--- src/hw/rtl/bouncing_ball_integrator_unit_defines.svh ---
// Assertion macros shared by the bouncing ball integrator RTL.
`ifndef BOUNCING_BALL_INTEGRATOR_UNIT_DEFINES_SVH
`define BOUNCING_BALL_INTEGRATOR_UNIT_DEFINES_SVH

// The consequence must hold in the same cycle as the antecedent.
`define BBI_ASSERT_SAME(lbl, ck, rn, ante, cons, msg) \
  lbl: assert property (@(posedge ck) disable iff (!rn) (ante) |-> (cons)) \
    else $error(msg);

// The consequence must hold in the cycle after the antecedent.
`define BBI_ASSERT_NEXT(lbl, ck, rn, ante, cons, msg) \
  lbl: assert property (@(posedge ck) disable iff (!rn) (ante) |=> (cons)) \
    else $error(msg);

`endif

--- src/hw/rtl/bbi_pkg.sv ---
// Types, register indexes and constants of the bouncing ball integrator.
package bbi_pkg;

  localparam logic [15:0] START_LIFE_DEF = 16'd700;

  localparam int CFG_IDX_W  = 3;
  localparam int CFG_DATA_W = 32;
  localparam int IN_DATA_W  = 24;
  localparam int OUT_DATA_W = 216;

  localparam logic [CFG_IDX_W-1:0] REG_GROUND    = 3'd0;
  localparam logic [CFG_IDX_W-1:0] REG_RESTITUTE = 3'd1;
  localparam logic [CFG_IDX_W-1:0] REG_THRESHOLD = 3'd2;
  localparam logic [CFG_IDX_W-1:0] REG_NOISE     = 3'd3;
  localparam logic [CFG_IDX_W-1:0] REG_FRIC_XZ   = 3'd4;
  localparam logic [CFG_IDX_W-1:0] REG_FRIC_Y    = 3'd5;
  localparam logic [CFG_IDX_W-1:0] REG_GRAVITY   = 3'd6;

  localparam logic signed [31:0] GROUND_RST    = -32'sd131072;
  localparam logic [15:0]        RESTITUTE_RST = 16'd29491;
  localparam logic [30:0]        THRESHOLD_RST = 31'd19661;
  localparam logic [30:0]        NOISE_RST     = 31'd13107;
  localparam logic [15:0]        FRIC_XZ_RST   = 16'd29491;
  localparam logic [15:0]        FRIC_Y_RST    = 16'd32768;
  localparam logic signed [31:0] GRAVITY_RST   = -32'sd642253;

  localparam logic signed [31:0] PZ_RST = -32'sd393216;

  // Rounding shift applied after a product.
  localparam logic [1:0] SH_15 = 2'd0;
  localparam logic [1:0] SH_16 = 2'd1;
  localparam logic [1:0] SH_17 = 2'd2;

  typedef struct packed {
    logic signed [31:0] ground;
    logic [15:0]        restitution;
    logic [30:0]        threshold;
    logic [30:0]        noise;
    logic [15:0]        fric_xz;
    logic [15:0]        fric_y;
    logic signed [31:0] gravity;
  } cfg_t;

  typedef struct packed {
    logic signed [32:0] a;
    logic signed [17:0] b;
    logic [1:0]         sh;
    logic signed [34:0] add;
  } mac_req_t;

  typedef struct packed {
    logic        bounced;
    logic        alive;
    logic [15:0] life_remaining;
    logic [31:0] velocity_z;
    logic [31:0] velocity_y;
    logic [31:0] velocity_x;
    logic [31:0] position_z;
    logic [31:0] position_y;
    logic [31:0] position_x;
  } result_t;

endpackage

--- src/hw/rtl/bouncing_ball_integrator_unit.sv ---
// Top level of the bouncing ball integrator: register file, core and output register.
//
// Each input beat advances one ball by one time step and yields one output beat.
// All products go through one shared multiplier; each multiply is an issue state
// (operands registered) and then a writeback state (round, accumulate and
// saturate). A step without ground contact runs six multiplies; a strong
// bounce adds two, a weak bounce with friction adds four. A new beat is only
// accepted once the core is idle again, after it has handed the result to the
// output register. The output register lets a new beat be accepted while a
// finished result still waits on out_tready. No memory, no clearing pass.
module bouncing_ball_integrator_unit #(
  parameter logic [15:0] START_LIFE = bbi_pkg::START_LIFE_DEF
) (
  input  logic                             clk,
  input  logic                             rst_n,
  input  logic                             cfg_wr_en,
  input  logic [bbi_pkg::CFG_IDX_W-1:0]    cfg_index,
  input  logic [bbi_pkg::CFG_DATA_W-1:0]   cfg_wdata,
  input  logic                             in_tvalid,
  output logic                             in_tready,
  // Fields from bit 0: time_step[15:0], noise_sign[16], zero fill.
  input  logic [bbi_pkg::IN_DATA_W-1:0]    in_tdata,
  output logic                             out_tvalid,
  input  logic                             out_tready,
  // Fields from bit 0: position_x, position_y, position_z, velocity_x,
  // velocity_y, velocity_z (32 bits each), life_remaining (16), alive,
  // bounced, zero fill.
  output logic [bbi_pkg::OUT_DATA_W-1:0]   out_tdata
);

  bbi_pkg::cfg_t    cfg_r;
  bbi_pkg::result_t res;
  bbi_pkg::result_t out_data_r;
  logic             out_valid_r;
  logic             idle;
  logic             res_valid;
  logic             res_ready;

  always_ff @(posedge clk) begin
    if (!rst_n) begin
      cfg_r.ground      <= bbi_pkg::GROUND_RST;
      cfg_r.restitution <= bbi_pkg::RESTITUTE_RST;
      cfg_r.threshold   <= bbi_pkg::THRESHOLD_RST;
      cfg_r.noise       <= bbi_pkg::NOISE_RST;
      cfg_r.fric_xz     <= bbi_pkg::FRIC_XZ_RST;
      cfg_r.fric_y      <= bbi_pkg::FRIC_Y_RST;
      cfg_r.gravity     <= bbi_pkg::GRAVITY_RST;
    end else if (cfg_wr_en) begin
      unique case (cfg_index)
        bbi_pkg::REG_GROUND:    cfg_r.ground      <= $signed(cfg_wdata);
        bbi_pkg::REG_RESTITUTE: cfg_r.restitution <= cfg_wdata[15:0];
        bbi_pkg::REG_THRESHOLD: cfg_r.threshold   <= cfg_wdata[30:0];
        bbi_pkg::REG_NOISE:     cfg_r.noise       <= cfg_wdata[30:0];
        bbi_pkg::REG_FRIC_XZ:   cfg_r.fric_xz     <= cfg_wdata[15:0];
        bbi_pkg::REG_FRIC_Y:    cfg_r.fric_y      <= cfg_wdata[15:0];
        bbi_pkg::REG_GRAVITY:   cfg_r.gravity     <= $signed(cfg_wdata);
        default: begin
        end
      endcase
    end
  end

  assign in_tready = idle;
  assign res_ready = !out_valid_r || out_tready;

  bbi_core #(
    .START_LIFE (START_LIFE)
  ) u_core (
    .clk        (clk),
    .rst_n      (rst_n),
    .cfg        (cfg_r),
    .start      (in_tvalid),
    .time_step  (in_tdata[15:0]),
    .noise_sign (in_tdata[16]),
    .idle       (idle),
    .res_valid  (res_valid),
    .res_ready  (res_ready),
    .res        (res)
  );

  always_ff @(posedge clk) begin
    if (!rst_n) begin
      out_valid_r <= 1'b0;
    end else if (res_valid && res_ready) begin
      out_valid_r <= 1'b1;
    end else if (out_tready) begin
      out_valid_r <= 1'b0;
    end
  end

  always_ff @(posedge clk) begin
    if (res_valid && res_ready) begin
      out_data_r <= res;
    end
  end

  assign out_tvalid = out_valid_r;
  assign out_tdata  = {6'd0, out_data_r};

endmodule

--- src/hw/rtl/bbi_mac.sv ---
// Shared multiply, round, accumulate and saturate unit of the integrator.
module bbi_mac (
  input  logic                clk,
  input  bbi_pkg::mac_req_t   req,
  output logic signed [31:0]  res
);

  logic signed [50:0] p_r;
  logic signed [50:0] p_nxt;
  logic [1:0]         sh_r;
  logic signed [34:0] add_r;

  assign p_nxt = req.a * req.b;

  always_ff @(posedge clk) begin
    p_r   <= p_nxt;
    sh_r  <= req.sh;
    add_r <= req.add;
  end

  logic signed [51:0] p_ext;
  logic signed [51:0] rnd;
  logic signed [52:0] sum;

  always_comb begin
    p_ext = $signed({p_r[50], p_r});
    unique case (sh_r)
      bbi_pkg::SH_15: rnd = (p_ext + 52'sd16384) >>> 15;
      bbi_pkg::SH_16: rnd = (p_ext + 52'sd32768) >>> 16;
      bbi_pkg::SH_17: rnd = (p_ext + 52'sd65536) >>> 17;
      default:        rnd = p_ext;
    endcase
    sum = $signed({rnd[51], rnd}) + $signed({{18{add_r[34]}}, add_r});
    if (sum > 53'sd2147483647) begin
      res = 32'sh7fffffff;
    end else if (sum < -53'sd2147483648) begin
      res = 32'sh80000000;
    end else begin
      res = $signed(sum[31:0]);
    end
  end

endmodule

--- src/hw/rtl/bbi_core.sv ---
// Ball state and the sequencer that steps it through the shared unit.
`include "bouncing_ball_integrator_unit_defines.svh"

module bbi_core #(
  parameter logic [15:0] START_LIFE = bbi_pkg::START_LIFE_DEF
) (
  input  logic              clk,
  input  logic              rst_n,
  input  bbi_pkg::cfg_t     cfg,
  input  logic              start,
  input  logic [15:0]       time_step,
  input  logic              noise_sign,
  output logic              idle,
  output logic              res_valid,
  input  logic              res_ready,
  output bbi_pkg::result_t  res
);

  localparam logic [1:0] ST_IDLE  = 2'd0;
  localparam logic [1:0] ST_ISSUE = 2'd1;
  localparam logic [1:0] ST_WB    = 2'd2;
  localparam logic [1:0] ST_DONE  = 2'd3;

  localparam logic [3:0] OP_BOUNCE = 4'd0;
  localparam logic [3:0] OP_NUDGE  = 4'd1;
  localparam logic [3:0] OP_FRIC_X = 4'd2;
  localparam logic [3:0] OP_FRIC_Y = 4'd3;
  localparam logic [3:0] OP_FRIC_Z = 4'd4;
  localparam logic [3:0] OP_DT2    = 4'd5;
  localparam logic [3:0] OP_HALFG  = 4'd6;
  localparam logic [3:0] OP_PX     = 4'd7;
  localparam logic [3:0] OP_VY     = 4'd8;
  localparam logic [3:0] OP_PY     = 4'd9;
  localparam logic [3:0] OP_PZ     = 4'd10;

  logic [1:0]         state_r, state_nxt;
  logic [3:0]         op_r, op_nxt;
  logic signed [31:0] px_r, px_nxt, py_r, py_nxt, pz_r, pz_nxt;
  logic signed [31:0] vx_r, vx_nxt, vy_r, vy_nxt, vz_r, vz_nxt;
  logic [15:0]        life_r, life_nxt;
  logic [15:0]        dt_r, dt_nxt;
  logic               sign_r, sign_nxt;
  logic               hit_r, hit_nxt;
  logic [16:0]        dt2_r, dt2_nxt;
  logic signed [31:0] hg_r, hg_nxt;

  bbi_pkg::mac_req_t  req;
  logic signed [31:0] mac_res;

  logic signed [31:0] py_clamp;
  logic [15:0]        life_dec;
  logic               fast_bounce;
  logic               commit;
  logic               first_op_ok;
  logic               last_wb;

  bbi_mac u_mac (
    .clk (clk),
    .req (req),
    .res (mac_res)
  );

  always_comb begin
    req.a   = $signed({vx_r[31], vx_r});
    req.b   = $signed({2'b00, dt_r});
    req.sh  = bbi_pkg::SH_16;
    req.add = '0;
    unique case (op_r)
      OP_BOUNCE: begin
        req.a  = 33'sd0 - $signed({vy_r[31], vy_r});
        req.b  = $signed({2'b00, cfg.restitution});
        req.sh = bbi_pkg::SH_15;
      end
      OP_NUDGE: begin
        req.b   = 18'sd32768;
        req.sh  = bbi_pkg::SH_15;
        req.add = sign_r ? $signed({4'b0000, cfg.noise})
                         : 35'sd0 - $signed({4'b0000, cfg.noise});
      end
      OP_FRIC_X: begin
        req.b  = $signed({2'b00, cfg.fric_xz});
        req.sh = bbi_pkg::SH_15;
      end
      OP_FRIC_Y: begin
        req.a  = $signed({vy_r[31], vy_r});
        req.b  = $signed({2'b00, cfg.fric_y});
        req.sh = bbi_pkg::SH_15;
      end
      OP_FRIC_Z: begin
        req.a  = $signed({vz_r[31], vz_r});
        req.b  = $signed({2'b00, cfg.fric_xz});
        req.sh = bbi_pkg::SH_15;
      end
      OP_DT2: begin
        req.a = $signed({17'd0, dt_r});
      end
      OP_HALFG: begin
        req.a  = $signed({cfg.gravity[31], cfg.gravity});
        req.b  = $signed({1'b0, dt2_r});
        req.sh = bbi_pkg::SH_17;
      end
      OP_PX: begin
        req.add = $signed({{3{px_r[31]}}, px_r});
      end
      OP_VY: begin
        req.a   = $signed({cfg.gravity[31], cfg.gravity});
        req.add = $signed({{3{vy_r[31]}}, vy_r});
      end
      OP_PY: begin
        req.a   = $signed({vy_r[31], vy_r});
        req.add = $signed({{3{py_r[31]}}, py_r}) + $signed({{3{hg_r[31]}}, hg_r});
      end
      OP_PZ: begin
        req.a   = $signed({vz_r[31], vz_r});
        req.add = $signed({{3{pz_r[31]}}, pz_r});
      end
      default: begin
        req.add = '0;
      end
    endcase
  end

  always_comb begin
    py_clamp    = (py_r < cfg.ground) ? cfg.ground : py_r;
    life_dec    = (life_r != 16'd0) ? life_r - 16'd1 : 16'd0;
    fast_bounce = mac_res > $signed({1'b0, cfg.threshold});

    res.position_x     = px_r;
    res.position_y     = py_clamp;
    res.position_z     = pz_r;
    res.velocity_x     = vx_r;
    res.velocity_y     = vy_r;
    res.velocity_z     = vz_r;
    res.life_remaining = life_dec;
    res.alive          = life_dec != 16'd0;
    res.bounced        = hit_r;

    idle      = state_r == ST_IDLE;
    res_valid = state_r == ST_DONE;

    commit      = res_valid && res_ready;
    first_op_ok = (state_r == ST_ISSUE) && ((op_r == OP_BOUNCE) == hit_r);
    last_wb     = (state_r == ST_WB) && (op_r == OP_PZ);
  end

  always_comb begin
    state_nxt = state_r;
    op_nxt    = op_r;
    px_nxt    = px_r;
    py_nxt    = py_r;
    pz_nxt    = pz_r;
    vx_nxt    = vx_r;
    vy_nxt    = vy_r;
    vz_nxt    = vz_r;
    life_nxt  = life_r;
    dt_nxt    = dt_r;
    sign_nxt  = sign_r;
    hit_nxt   = hit_r;
    dt2_nxt   = dt2_r;
    hg_nxt    = hg_r;
    unique case (state_r)
      ST_IDLE: begin
        if (start) begin
          dt_nxt    = time_step;
          sign_nxt  = noise_sign;
          hit_nxt   = py_r <= cfg.ground;
          op_nxt    = (py_r <= cfg.ground) ? OP_BOUNCE : OP_DT2;
          state_nxt = ST_ISSUE;
        end
      end
      ST_ISSUE: begin
        state_nxt = ST_WB;
      end
      ST_WB: begin
        state_nxt = ST_ISSUE;
        unique case (op_r)
          OP_BOUNCE: begin
            vy_nxt = mac_res;
            op_nxt = fast_bounce ? OP_NUDGE : OP_FRIC_X;
          end
          OP_NUDGE: begin
            vx_nxt = mac_res;
            op_nxt = OP_DT2;
          end
          OP_FRIC_X: begin
            vx_nxt = mac_res;
            op_nxt = OP_FRIC_Y;
          end
          OP_FRIC_Y: begin
            vy_nxt = mac_res;
            op_nxt = OP_FRIC_Z;
          end
          OP_FRIC_Z: begin
            vz_nxt = mac_res;
            op_nxt = OP_DT2;
          end
          OP_DT2: begin
            dt2_nxt = mac_res[16:0];
            op_nxt  = OP_HALFG;
          end
          OP_HALFG: begin
            hg_nxt = mac_res;
            op_nxt = OP_PX;
          end
          OP_PX: begin
            px_nxt = mac_res;
            op_nxt = OP_VY;
          end
          OP_VY: begin
            vy_nxt = mac_res;
            op_nxt = OP_PY;
          end
          OP_PY: begin
            py_nxt = mac_res;
            op_nxt = OP_PZ;
          end
          OP_PZ: begin
            pz_nxt    = mac_res;
            state_nxt = ST_DONE;
          end
          default: begin
            state_nxt = ST_DONE;
          end
        endcase
      end
      ST_DONE: begin
        if (res_ready) begin
          py_nxt    = py_clamp;
          life_nxt  = life_dec;
          state_nxt = ST_IDLE;
        end
      end
      default: begin
        state_nxt = ST_IDLE;
      end
    endcase
  end

  always_ff @(posedge clk) begin
    if (!rst_n) begin
      state_r <= ST_IDLE;
      op_r    <= OP_DT2;
      px_r    <= '0;
      py_r    <= '0;
      pz_r    <= bbi_pkg::PZ_RST;
      vx_r    <= '0;
      vy_r    <= '0;
      vz_r    <= '0;
      life_r  <= START_LIFE;
    end else begin
      state_r <= state_nxt;
      op_r    <= op_nxt;
      px_r    <= px_nxt;
      py_r    <= py_nxt;
      pz_r    <= pz_nxt;
      vx_r    <= vx_nxt;
      vy_r    <= vy_nxt;
      vz_r    <= vz_nxt;
      life_r  <= life_nxt;
    end
  end

  always_ff @(posedge clk) begin
    dt_r   <= dt_nxt;
    sign_r <= sign_nxt;
    hit_r  <= hit_nxt;
    dt2_r  <= dt2_nxt;
    hg_r   <= hg_nxt;
  end

  `BBI_ASSERT_NEXT(a_start_op, clk, rst_n, start && idle, first_op_ok, "wrong first operation")
  `BBI_ASSERT_NEXT(a_pz_last, clk, rst_n, last_wb, res_valid, "no result after z position")
  `BBI_ASSERT_NEXT(a_life_dec, clk, rst_n, commit, life_r == $past(life_dec), "bad lifetime")
  `BBI_ASSERT_NEXT(a_floor, clk, rst_n, commit, py_r >= $past(cfg.ground), "height below ground")
  `BBI_ASSERT_SAME(a_no_res_idle, clk, rst_n, idle, !res_valid, "result offered while idle")

endmodule
--- config.mk ---
export PLATFORM = sky130hd
export DESIGN_NAME = bouncing_ball_integrator_unit
export DESIGN_NICKNAME = d
export VERILOG_FILES = /design/src/hw/rtl/bbi_pkg.sv /design/src/hw/rtl/bouncing_ball_integrator_unit.sv /design/src/hw/rtl/bbi_mac.sv /design/src/hw/rtl/bbi_core.sv
export VERILOG_INCLUDE_DIRS = /design/src /design/src/hw/rtl
export SDC_FILE = /design/constraint.sdc
export NUM_CORES = 2
export LEC_CHECK = 0
export BUFFER_PORTS_ARGS = -buffer_cell sky130_fd_sc_hd__buf_2
export CAP_MARGIN = 5
export CORE_ASPECT_RATIO = 0.8
export CORE_UTILIZATION = 45
export CTS_CLUSTER_SIZE = 30
export DETAILED_ROUTE_END_ITERATION = 8
export SLEW_MARGIN = 20
export SYNTH_ARGS = -nofsm -noshare
export SYNTH_HDL_FRONTEND = slang
export SYNTH_SLANG_ARGS = --single-unit
export TNS_END_PERCENT = 10
--- constraint.sdc ---
create_clock -name clk -period 26.5 [get_ports clk]
set_input_delay 1.325 -clock clk [delete_from_list [all_inputs] [get_ports clk]]
set_output_delay 1.325 -clock clk [all_outputs]
set_load 0.01 [all_outputs]
Yosys cells after proc, flatten, opt, wreduce, memory -nomap -nowiden:

Index checks and enable logic that the tools add are counted.

* bits in registers: 754
* latch bits: 0
* RAM bits: 0
* bits in read-only memories: 0
* input port bits: 64
* memories: 0

* add/sub/neg operators: 8
* multipliers: 1
* div/mod/pow operators: 0
* $lt $le $gt $ge: 5
* equality and inequality tests: 25
* shifts and indexed selects: 0
* mux-type cells: 23
* bitwise logic cells: 0
* reduce and logical (&&, ||, !) cells: 39

Operators with widths (number)
* 35-bit case mux with 5 select lines: 1
* 33-bit case mux with 5 select lines: 1
* 32-bit two-way mux: 5
* 52-bit case mux with 3 select lines: 1
* 19-bit case mux with 5 select lines: 1
* 32-bit case mux with 2 select lines: 1
* 52-bit by 35-bit adder with 53-bit output: 1
* 53-bit by 32-bit > comparator with 1-bit output (second input constant): 1
* 53-bit by 32-bit less-than comparator with 1-bit output (second input constant): 1
* 51-bit by 16-bit adder with 52-bit output (second input constant): 1
* 51-bit by 17-bit adder with 52-bit output (second input constant): 1
* 51-bit by 18-bit adder with 52-bit output (second input constant): 1
* 33-bit by 18-bit multiplier with 51-bit output: 1
* 4-bit case mux with 9 select lines: 1
* 35-bit two-way mux: 1
* 2-bit AND reduction: 17
* 32-bit by 32-bit adder with 33-bit output: 1
* 1-bit by 32-bit subtractor with 33-bit output (first input constant): 1
* 32-bit > comparator: 1
* 32-bit less-or-equal comparator: 1
* 32-bit less-than comparator: 1
* 16-bit nonzero test: 2
* 1-bit by 31-bit subtractor with 32-bit output (first input constant): 1
* 4-bit by 3-bit equality test with 1-bit output (second input constant): 4
* other kinds (30): 53

Longest topological paths before layout:

* depth in word-level cells: 10
* mapped depth: 42

Modules after synthesis:

A second synthesis with hierarchy kept.

* cells, all modules: 6407
* area, all modules: 59574.6 µm²

By module, submodules not included
* bbi_mac: times used 1, cells each 3372, area an instance 28996.6 µm²
* bbi_core: times used 1, cells each 2169, area an instance 17446.7 µm²
* bouncing_ball_integrator_unit: times used 1, cells each 866, area an instance 13131.3 µm²

Worst setup path after synthesis:

No wires, ideal clock.

* path type: reg2reg
* from: reg u_core.op_r[0]
* to: reg u_core.u_mac.p_r[50]
* setup time: 122 ps
* arrival: 8771 ps
* data required time: 26378 ps
* path slack: 17607 ps
* stages on the path, launching flop included: 33
* buffers on the path: 4
* period minus slack after synthesis: 8893 ps
* cell sequence: dfxtp_1 clkbuf_1 or2_2 clkbuf_1 nor2_1 or2_2 clkbuf_1 clkbuf_1 nand2_1 nand2_1 a2111oi_0 nor2_1 fa_1 fa_1 inv_1 fa_1 fa_1 fa_1 inv_1 fa_1 ha_1 a21o_1 a21o_1 a21oi_1 o21ai_0 a2111oi_2 nor3_1 o2111ai_1 a211oi_1 or2_2 a31o_2 a211oi_2 xnor2_1

* longest elaborated chain between the ends: 4
* elaborated cells between the ends (all ways): 17
* classes of those cells: mul (1); eq/ne (9); mux (2); reduce/logical (5)

RTL lines
* start, declared: line bbi_core.sv:37 `logic [3:0] op_r, op_nxt;`
* start signal, assigned: line bbi_core.sv:252 `op_r <= op_nxt;`
* 4-bit by 3-bit equality test with 1-bit output (tied with other cells): line bbi_core.sv:68 `unique case (op_r)`
* 2-bit OR reduction (no source line)
* 33-bit case mux with 5 select lines / 19-bit case mux with 5 select lines (equally long branches): line bbi_core.sv:68
* 33-bit by 18-bit multiplier with 51-bit output (*): line bbi_mac.sv:13 `assign p_nxt = req.a * req.b;`
* net u_core.u_mac.p_nxt[50]: line bbi_mac.sv:9 `logic signed [50:0] p_nxt;`
* end signal, assigned: line bbi_mac.sv:16 `p_r <= p_nxt;`
* end, declared: line bbi_mac.sv:8 `logic signed [50:0] p_r;`

Mark *: on every way through the listed nets, which the timed path passes. The rest lies on a longest branch.
A chain may end at the register's enable or synchronous reset.

Worst setup path in the final report:

* from: reg u_core.u_mac.p_r[16]
* to: reg u_core.op_r[0]

* longest elaborated chain between the ends: 10
* elaborated cells between the ends (all ways): 13
* classes of those cells: add/sub (4); order compare (3); mux (6)

RTL lines
* 51-bit by 18-bit adder with 52-bit output (tied with other cells): line bbi_mac.sv:30 `bbi_pkg::SH_17: rnd = (p_ext + 52'sd65536) >>> 17;`
* 52-bit case mux with 3 select lines (*): line bbi_mac.sv:27 `unique case (sh_r)`
* 52-bit by 35-bit adder with 53-bit output (*): line bbi_mac.sv:33 `sum = $signed({rnd[51], rnd}) + $signed({{18{add_r[34]}}, add_r});`
* 53-bit by 32-bit less-than comparator with 1-bit output: line bbi_mac.sv:36 `end else if (sum < -53'sd2147483648) begin`
* 32-bit two-way mux: line bbi_mac.sv:36
* 32-bit two-way mux (*): line bbi_mac.sv:34 `if (sum > 53'sd2147483647) begin`
* net u_core.mac_res[27]: line bbi_core.sv:48 `logic signed [31:0] mac_res;`
* 32-bit > comparator (*): line bbi_core.sv:126 `fast_bounce = mac_res > $signed({1'b0, cfg.threshold});`
* 2-bit two-way mux (*): line bbi_core.sv:179 `op_nxt = fast_bounce ? OP_NUDGE : OP_FRIC_X;`
* 4-bit case mux with 9 select lines (*): line bbi_core.sv:176 `unique case (op_r)`
* 4-bit case mux with 2 select lines (*): line bbi_core.sv:161 `unique case (state_r)`

Marked as above.

==> out/qor.txt <==
Status = complete, no violations
Fmax = 0.0830 GHz
Post-CTS resize count = 0
Slowest cell on the critical path = nor3_1
Placed cell area = 59200 sq um
Final setup fails = 0
Most frequent cell on the critical path = and3_1
Routed vias/inst = 5.85
Total CTS buffers = 83
PD cells = 101 nW/um^2
Worst r2r src = u_core.u_mac.p_r[16]
Worst-Skew Late Latency = 0.71 ns
1st-iter DRT viols = 5280
Clk buf depth = 3
Worst r2r dst = u_core.op_r[0]
Cell Rows = 115
Clock-pin slew of the registers on the worst-case setup and hold paths = 0.07 ns
Final #Nets = 7108
IO buf count = 268
Minimum clock period = 12.05 ns
Worst-margin pin slew = 1.23 ns
Post-CTS Setup Bufs = 0
Hold slack = 0.428 ns
Final Wtd Congestion = 0.962
TNS Setup = 0 ns
R2r setup slk = 14.45 ns
Avg WL per Cell = 25.4 um
Initial Utilization = 45.6%
DIE AREA = 127000 sq um
Routed Wire Length = 202 mm
Max_cap viols = 0
Worst Path Arrival = 12.59 ns
Slew headroom = 17.0%
Multi-input gate area = 34600 sq um
Largest net degree at the start of global routing = 113
Synth Instances = 6138
Leak = 26.0 nW
Die Ht = 319 um
Final hold vios = 0
Total GRT Usage = 31.6%
Vias in the first global route = 44.8k
Origin of the worst setup path = u_core.u_mac.p_r[16]
Hold depth = 0
Worst min path class = flip-flop to flip-flop
Drt pass-1 iters = 9
DR DRC count = 0
Post-detail-place hpwl = 154 mm
Root Buffer = clkbuf_16
Setup CP Type = flip-flop to flip-flop
Type of origin of the critical path = flip-flop
Yosys cell types = 88
Mean area per synthesized cell = 9.18 sq um
Initial antenna violation count = 18
Layout cells sized above 1 = 10.5%
Core area = 124000 sq um
Die W = 398 um
Gr ovfl total = 0
Total number of vias = 46.4k
Seq. cell area = 17800 sq um
Share of flip-flops with an asynchronous set or reset = 0%
First-pass GRT wire length = 296 mm
Post-CTS Hold Fix Bufs = 0
Worst IR Drop VDD = 0.204 mV
Clk sink count = 752
Fillers = 11.7k
Crit Path Max Fanout = 41
Critical path data required time = 27.04 ns
Final worst-path cycle share = 45.5%
Worst-case clock skew = 0.0591 ns
Number of flops mapped to enable cells by yosys = 277
Hold EP = out_tdata[209]
Slew Limit Fails = 0
Area Overhead vs Synth = 10.1%
Post-route ant nets = 0
YS warnings = 0
Worst path max stage delay = 1.00 ns
Ports = 282
Fin area = 62100 sq um
R2R cell count = 38
Synth Flop Type = dfxtp_1
Mapped cell area = 56400 sq um
Hold_sp = u_core.hit_r
Flops & latches, synth = 752
RSZ-0062 raised after global routing = no
H-tree depth = 3
TritonCTS clock tree = built
Register area share after synthesis = 31.6%
Critical path capture point type = flip-flop
==> worst max-delay path, delay by kind of cell, from the launching register on <==
kind / cells / cell delay (ns)
AO/OA/AOI/OAI: 13 / 3.40
XOR/XNOR: 1 / 0.15
adder cells (fa/ha/maj): 3 / 0.84
buffers and inverters: 3 / 1.07
flip-flops: 1 / 0.70
multiplexers: 1 / 0.51
AND/OR/NAND/NOR: 17 / 5.17
==> power breakdown <==
part           switching (mW)  internal (mW)
sequential              0.144           1.31
combinational            2.30           1.31
clock                   0.512          0.692
==> per-stage QoR <==
step                power, mW  instances  util [%]  setup slack (ns)
floorplan                3.84       6143         -             17.61
global placement         4.99       7782      47.9             14.88
detailed placement       5.01       7784      47.9             14.82
CTS                      6.25       7937      50.2             14.75
global route             6.66       7937      50.2             14.06
finish                   6.26       7940      50.2             14.45
==> routing by layer <==
layer  vias to the layer above  part of all wire, %  track usage, %
met4                         2                  3.2            9.49
met2                      2137                   43            46.1
met5                         -                0.017           0.190
met1                     23200                   45            46.6
li1                      20800                    -               -
met3                       307                  9.5            6.43
==> Yosys cell counts, types with 10 or more instances <==
library cell / instances / area, sq um
a21o_1: 84 / 631
a221o_1: 30 / 300
or2_2: 14 / 87.6
a221oi_1: 20 / 175
nand2b_1: 47 / 294
dfxtp_1: 475 / 9510
clkbuf_1: 324 / 1220
a222oi_1: 29 / 290
xor2_1: 113 / 990
and4_1: 11 / 96.3
o21a_1: 45 / 338
o31ai_1: 15 / 113
or3_1: 22 / 138
buf_1: 15 / 56.3
nor2_1: 312 / 1170
mux2_2: 32 / 360
a21oi_1: 364 / 1820
xnor2_1: 166 / 1450
o21bai_1: 19 / 143
o21ai_1: 10 / 50.1
and2_1: 36 / 225
fa_1: 538 / 10800
nand3_1: 119 / 596
o21ai_0: 239 / 1200
nor3_1: 65 / 325
nor2b_1: 73 / 457
inv_1: 702 / 2640
o211ai_1: 46 / 345
a22oi_1: 72 / 541
a21boi_0: 117 / 878
edfxtp_1: 277 / 8320
nor4_1: 27 / 169
buf_2: 13 / 65.1
nand2_1: 1005 / 3770
a211oi_1: 18 / 135
ha_1: 275 / 3440
buf_4: 14 / 105
mux4_2: 23 / 518
o2111ai_1: 16 / 140
and3_1: 34 / 213
nand4_1: 55 / 344
a21oi_2: 28 / 245
o221ai_1: 46 / 403
a31oi_1: 39 / 244
==> state kept, by name (all words and copies together) (netlist names) <==
| name | cells |
|---|---|
| cfg_r | 174 |
| out_tdata | 210 |
| out_tvalid | 1 |
| u_core.dt2_r | 17 |
| u_core.dt_r | 16 |
| u_core.hg_r | 32 |
| u_core.hit_r | 1 |
| u_core.life_r | 16 |
| u_core.op_r | 4 |
| u_core.px_r | 32 |
| u_core.py_r | 32 |
| u_core.pz_r | 32 |
| u_core.sign_r | 1 |
| u_core.state_r | 2 |
| u_core.u_mac.add_r | 33 |
| u_core.u_mac.p_r | 51 |
| u_core.u_mac.sh_r | 2 |
| u_core.vx_r | 32 |
| u_core.vy_r | 32 |
| u_core.vz_r | 32 |
==> area by class of cell <==
cell class | instances | area share (%)
Sequential cell | 752 | 28.7
Antenna cell | 3 | 0.0121
Inverter | 704 | 4.27
Clock buffer | 111 | 3.74
Clock inverter | 42 | 0.790
Multi-Input combinational cell | 4317 | 55.7
Tap cell | 1638 | 3.30
Timing Repair Buffer | 373 | 3.44
==> worst max path at each step <==
stage	endpoint	cells after the start	slack, ns
2_1_floorplan	u_core.u_mac.p_r[50]	32	17.61
3_3_place_gp	u_core.op_r[0]	41	14.88
3_5_place_dp	u_core.op_r[0]	41	14.82
4_1_cts	u_core.op_r[0]	41	14.75
5_1_grt	u_core.op_r[0]	38	14.06
6_report	u_core.op_r[0]	38	14.45
==> logic make-up (layout without fill, tap and decap cells) <==
logic type	count (synthesis)	after routing	share of synthesized area [%]
adders and majority gates	813	813	25.2
and+or+nand+nor	1854	1854	14.5
AOI/OAI and AO/OA	1306	1306	15.3
DFF	752	752	31.6
buffers and inverters	1074	1230	7.33
xor gates and xnor gates	279	279	4.34
other	1	9	0.00665
muxes	59	59	1.63
==> placed cells by master (no fill, tap or decap), types with 34 or more instances in the layout <==
cell | netlist | routed
a21boi_0 | 117 | 117
a21o_1 | 84 | 84
a21oi_1 | 364 | 361
a22oi_1 | 72 | 72
a31oi_1 | 39 | 39
and2_1 | 36 | 36
and3_1 | 34 | 34
buf_2 | 13 | 269
buf_4 | 14 | 103
clkbuf_16 | 0 | 85
dfxtp_1 | 475 | 473
edfxtp_1 | 277 | 277
fa_1 | 538 | 538
ha_1 | 275 | 275
inv_1 | 702 | 702
nand2_1 | 1005 | 1004
nand2b_1 | 47 | 47
nand3_1 | 119 | 116
nand4_1 | 55 | 55
nor2_1 | 312 | 304
nor2b_1 | 73 | 73
nor3_1 | 65 | 58
o211ai_1 | 46 | 46
o21a_1 | 45 | 45
o21ai_0 | 239 | 238
o221ai_1 | 46 | 46
xnor2_1 | 166 | 166
xor2_1 | 113 | 113
Power figures use the tool's default switching activity.
